===== config.mk =====
export PLATFORM = sky130hd
export DESIGN_NAME = chte_ram
export DESIGN_NICKNAME = d
export VERILOG_FILES = /design/src/rtl/core/chte_ram.sv
export SDC_FILE = /design/constraint.sdc
export NUM_CORES = 2
export LEC_CHECK = 0
export ABC_AREA = 1
export BUFFER_PORTS_ARGS = -buffer_cell sky130_fd_sc_hd__buf_2
export CORE_ASPECT_RATIO = 1.5
export CORE_MARGIN = 10
export CORE_UTILIZATION = 66
export DETAILED_ROUTE_END_ITERATION = 8
export GPL_TIMING_DRIVEN = 0
export PLACE_DENSITY_LB_ADDON = 0.08
export REMOVE_ABC_BUFFERS = 1
export SLEW_MARGIN = 40
export SYNTH_ARGS = -nofsm -noshare
export SYNTH_HDL_FRONTEND = slang
export SYNTH_SLANG_ARGS = --single-unit

===== constraint.sdc =====
create_clock -name clk -period 3.34 [get_ports clk]
set_input_delay 0 -clock clk [delete_from_list [all_inputs] [get_ports clk]]
set_output_delay 0 -clock clk [all_outputs]
set_load 0.03 [all_outputs]

===== src/rtl/core/chte_ram.sv =====
`default_nettype none
// ---------------------------------------------------------------------------
// chte_ram
// single port synchronous ram, one write or read per cycle, registered read
// ---------------------------------------------------------------------------
module chte_ram #(
    parameter int WIDTH = 8,
    parameter int DEPTH = 256
) (
    input  wire logic                     clk,
    input  wire logic                     we,
    input  wire logic [$clog2(DEPTH)-1:0] addr,
    input  wire logic [WIDTH-1:0]         wdata,
    output logic      [WIDTH-1:0]         rdata
);
    logic [WIDTH-1:0] mem [DEPTH];

    always_ff @(posedge clk)
    begin
        if (we)
        begin
            mem[addr] <= wdata;
        end
        rdata <= mem[addr];
    end
endmodule
`default_nettype wire


==> summary.md <==
| Metric | Value |
|---|---|
| Status | `complete, no violations` |
| Fin crit share | `0.9602` |
| Hold WS | `82.12 ps` |
| Max Slew Vio Count | `0` |
| H-tree depth | `4` |
| Die Y | `459.2 µm` |
| Syn_area_per_cell | `10.58 µm²` |
| Post-Syn Area | `84,860 µm²` |
| Pleak | `37.05 nW` |
| Largest area contributor in the netlist | `edfxtp_1` |
| Startpoint class of the critical path | `input port` |
| Vias/cell | `5.673` |
| Number of fill cells | `8,735` |
| Worst slew margin | `0.4251` |
| Critical-path top delay cell | `nor2_1` |
| DRC | `0` |
| Setup WS pre-CTS | `-434.2 ps` |
| Fin worst setup slack | `132.9 ps` |
| Yosys top cell area share | `0.7247` |
| Routability Congestion | `0.8865` |
| Inst Count DP | `9,424` |
| RSZ-0062 raised after global routing | `no` |
| CP dominant cell by count | `nand2_1` |
| CTS tree | `done` |
| Worst Tran Pin Value | `859.1 ps` |
| Power, Total | `52.00 mW` |
| Ranking of synthesized cells by area | `edfxtp_1 (72%), nand2_1 (21%), nor2_1 (1.6%)` |
| Rows | `161` |
| First-pass GRT wire length | `317.6 mm` |
| Skew final | `18.71 ps` |
| Worst Path Max Fanout | `98` |
| Final wirelength | `209.8 mm` |
| Area growth from synthesis to layout | `10.31%` |
| ANT nets after route | `0` |
| Setup CP Type | `in2reg` |
| Mapped Cells | `8,021` |
| Total core area | `128,100 µm²` |
| Share of the yosys chip area belonging to registers | `0.7266` |
| Clock tree buffer depth | `3` |
| Share of cells above drive strength 1 | `0.05292` |
| Drt first pass iters | `8` |
| Setup tns final | `0 ps` |
| Non-Filler Instances | `9,766` |
| Buf/Inv on CP | `6` |
| Pwr/cell area | `555.6 nW/µm²` |
| Drt wl/cell | `21.49 µm` |
| # nets final | `7,920` |
| GRT overflow | `0` |
| Crit path arrival time | `3860 ps` |
| Vias in the first global route | `54,220` |
| Crit-path cells | `buf_8 -> inv_16 -> buf_16 -> buf_16 -> nor2_8 -> buf_12 -> buf_12 -> nand2_1 -> nand3_1 -> nand2_1 -> nand2_1 -> o21ai_1 -> nand2_1 -> nor2_1 -> nor2_1 -> nor2_1 -> nand2_1` |
| CTS clock-pin slew for the worst setup and hold paths | `70 ps` |
| PortBufs | `25` |
| DRT iter0 DRCs | `5,391` |
| Clock Latency Late Sink | `810 ps` |
| Fmax | `311.8 MHz` |
| Peak VDD IR | `597.2 µV` |
| CTS Buf Count | `176` |
| Final setup fails | `0` |
| Die footprint | `143,600 µm²` |
| Crit-path leading delay family | `simple AND/OR/NAND/NOR gates` |
| Netlist cell types | `18` |
| Worst EP required | `3990 ps` |
| Largest net degree at the start of global routing | `130` |
| Fin crit period | `3207 ps` |
| Max stage delay on crit path | `470 ps` |
| Vias | `55,410` |
| Yosys reg bits | `2,056` |
| Initial Utilization | `0.6623` |
| Die W | `312.8 µm` |
| CP Capture Type | `flip-flop` |
| GRT Overall Usage | `0.2907` |
| Final HPWL DP | `125.3 mm` |
| Sink Count | `2,056` |
| Worst min path class | `in2reg` |
| Post-CTS sizing | `0` |
| I/O pin count | `26` |
| Yosys Warn Count | `0` |
| Final Hold Violating Endpoints | `0` |
| Initial antenna violation count | `6` |
| Max Cap Violations | `0` |
| Root Buffer | `clkbuf_16` |
[through the flow]
step,util,instance area (µm²)
after floorplan,-,82990
after global placement,0.6654,85250
after detailed placement,0.6848,87740
after CTS,0.7300,93520
after global routing,0.7305,93600
final,0.7306,93600
[registers in the layout, indices dropped and copies added (netlist names)]
name / flops
rdata: 8
mem: 2048
[area by class of cell]
class | count | area, µm² | area share
multi-input cells | 5513 | 21460 | 0.2292
well taps | 1711 | 2141 | 0.02287
flip-flops and latches | 2056 | 61660 | 0.6587
clock buffers | 217 | 4642 | 0.04959
inverters | 35 | 186.4 | 0.001992
repair buffers | 120 | 2465 | 0.02633
clock inverters | 109 | 1042 | 0.01113
diodes | 5 | 12.51 | 0.0001337
[cell families (layout without fill, tap and decap cells)]
group,after synthesis,after routing,synth area share
and+or+nand+nor,5321,5321,0.2384
buffers and inverters,452,481,0.02362
AOI/OAI and AO/OA,192,192,0.01132
other,0,5,0
DFF,2056,2056,0.7266
[cell usage after synthesis]
cell      count
nand3_1     188
inv_2         2
o21ai_0      41
inv_4         2
buf_1        52
o21ai_1     119
nand2_1    4770
nor2_1      361
buf_2       182
buf_6         7
nand2_4       1
nor2_8        1
inv_1        31
buf_4         6
dfxtp_1       8
clkbuf_1    170
edfxtp_1   2048
a21oi_1      32
[final timing paths]
path / endpoint / from / depth (start not counted) / slack, ps
min reg2reg: rdata[2] / mem[58][2] / 10 / 1000
max reg2reg: rdata[6] / mem[201][6] / 12 / 600
min: rdata[3] / addr[6] / 7 / 80
max: rdata[6] / addr[1] / 17 / 130
[report_power, final]
group	internal, mW	switching, mW	leakage [nW]
Combinational	0.807	2.40	15.8
Sequential	28.4	0.0166	18.5
Clock	11.3	9.06	2.76
Total	40.5	11.5	37.1
[cells in the final DEF, fill, tap and decap left out, types with 5 or more instances in the layout]
cell type / n
buf_8: 20
nand3_1: 187
bufinv_16: 18
buf_16: 65
clkinv_2: 21
nand2_4: 15
o21ai_0: 41
diode_2: 5
edfxtp_1: 2048
nand2_1: 4752
nor2_4: 5
buf_2: 15
o21ai_1: 119
nor2_1: 314
a21oi_1: 32
dlygate4sd3_1: 10
clkinvlp_4: 7
buf_12: 10
clkbuf_16: 179
nor2_2: 42
dfxtp_1: 8
clkbuf_1: 36
inv_6: 9
clkinv_1: 49
inv_1: 28
[tightest hold or removal path: stages]
cell	delay (ps)
buf_2	140
inv_1	70
nor2_1	130
inv_1	210
nor2_1	80
nor2_1	70
nand2_1	110
[layer usage]
metal | share of wire | up-vias | track usage | wire length (µm)
li1 | - | 26080 | - | -
met1 | 0.37 | 26380 | 0.3506 | 77120
met2 | 0.49 | 2352 | 0.4884 | 103400
met3 | 0.075 | 587 | 0.05044 | 15660
met4 | 0.065 | 8 | 0.1768 | 13590
met5 | 0.00021 | - | 0 | 45
[timing repair]
action                    in CTS  in global routing
buffers inserted               0                  0
hold buffers                  10                  0
hold endpoints to repair    1154                  0
(Power assumes the default switching activity.)
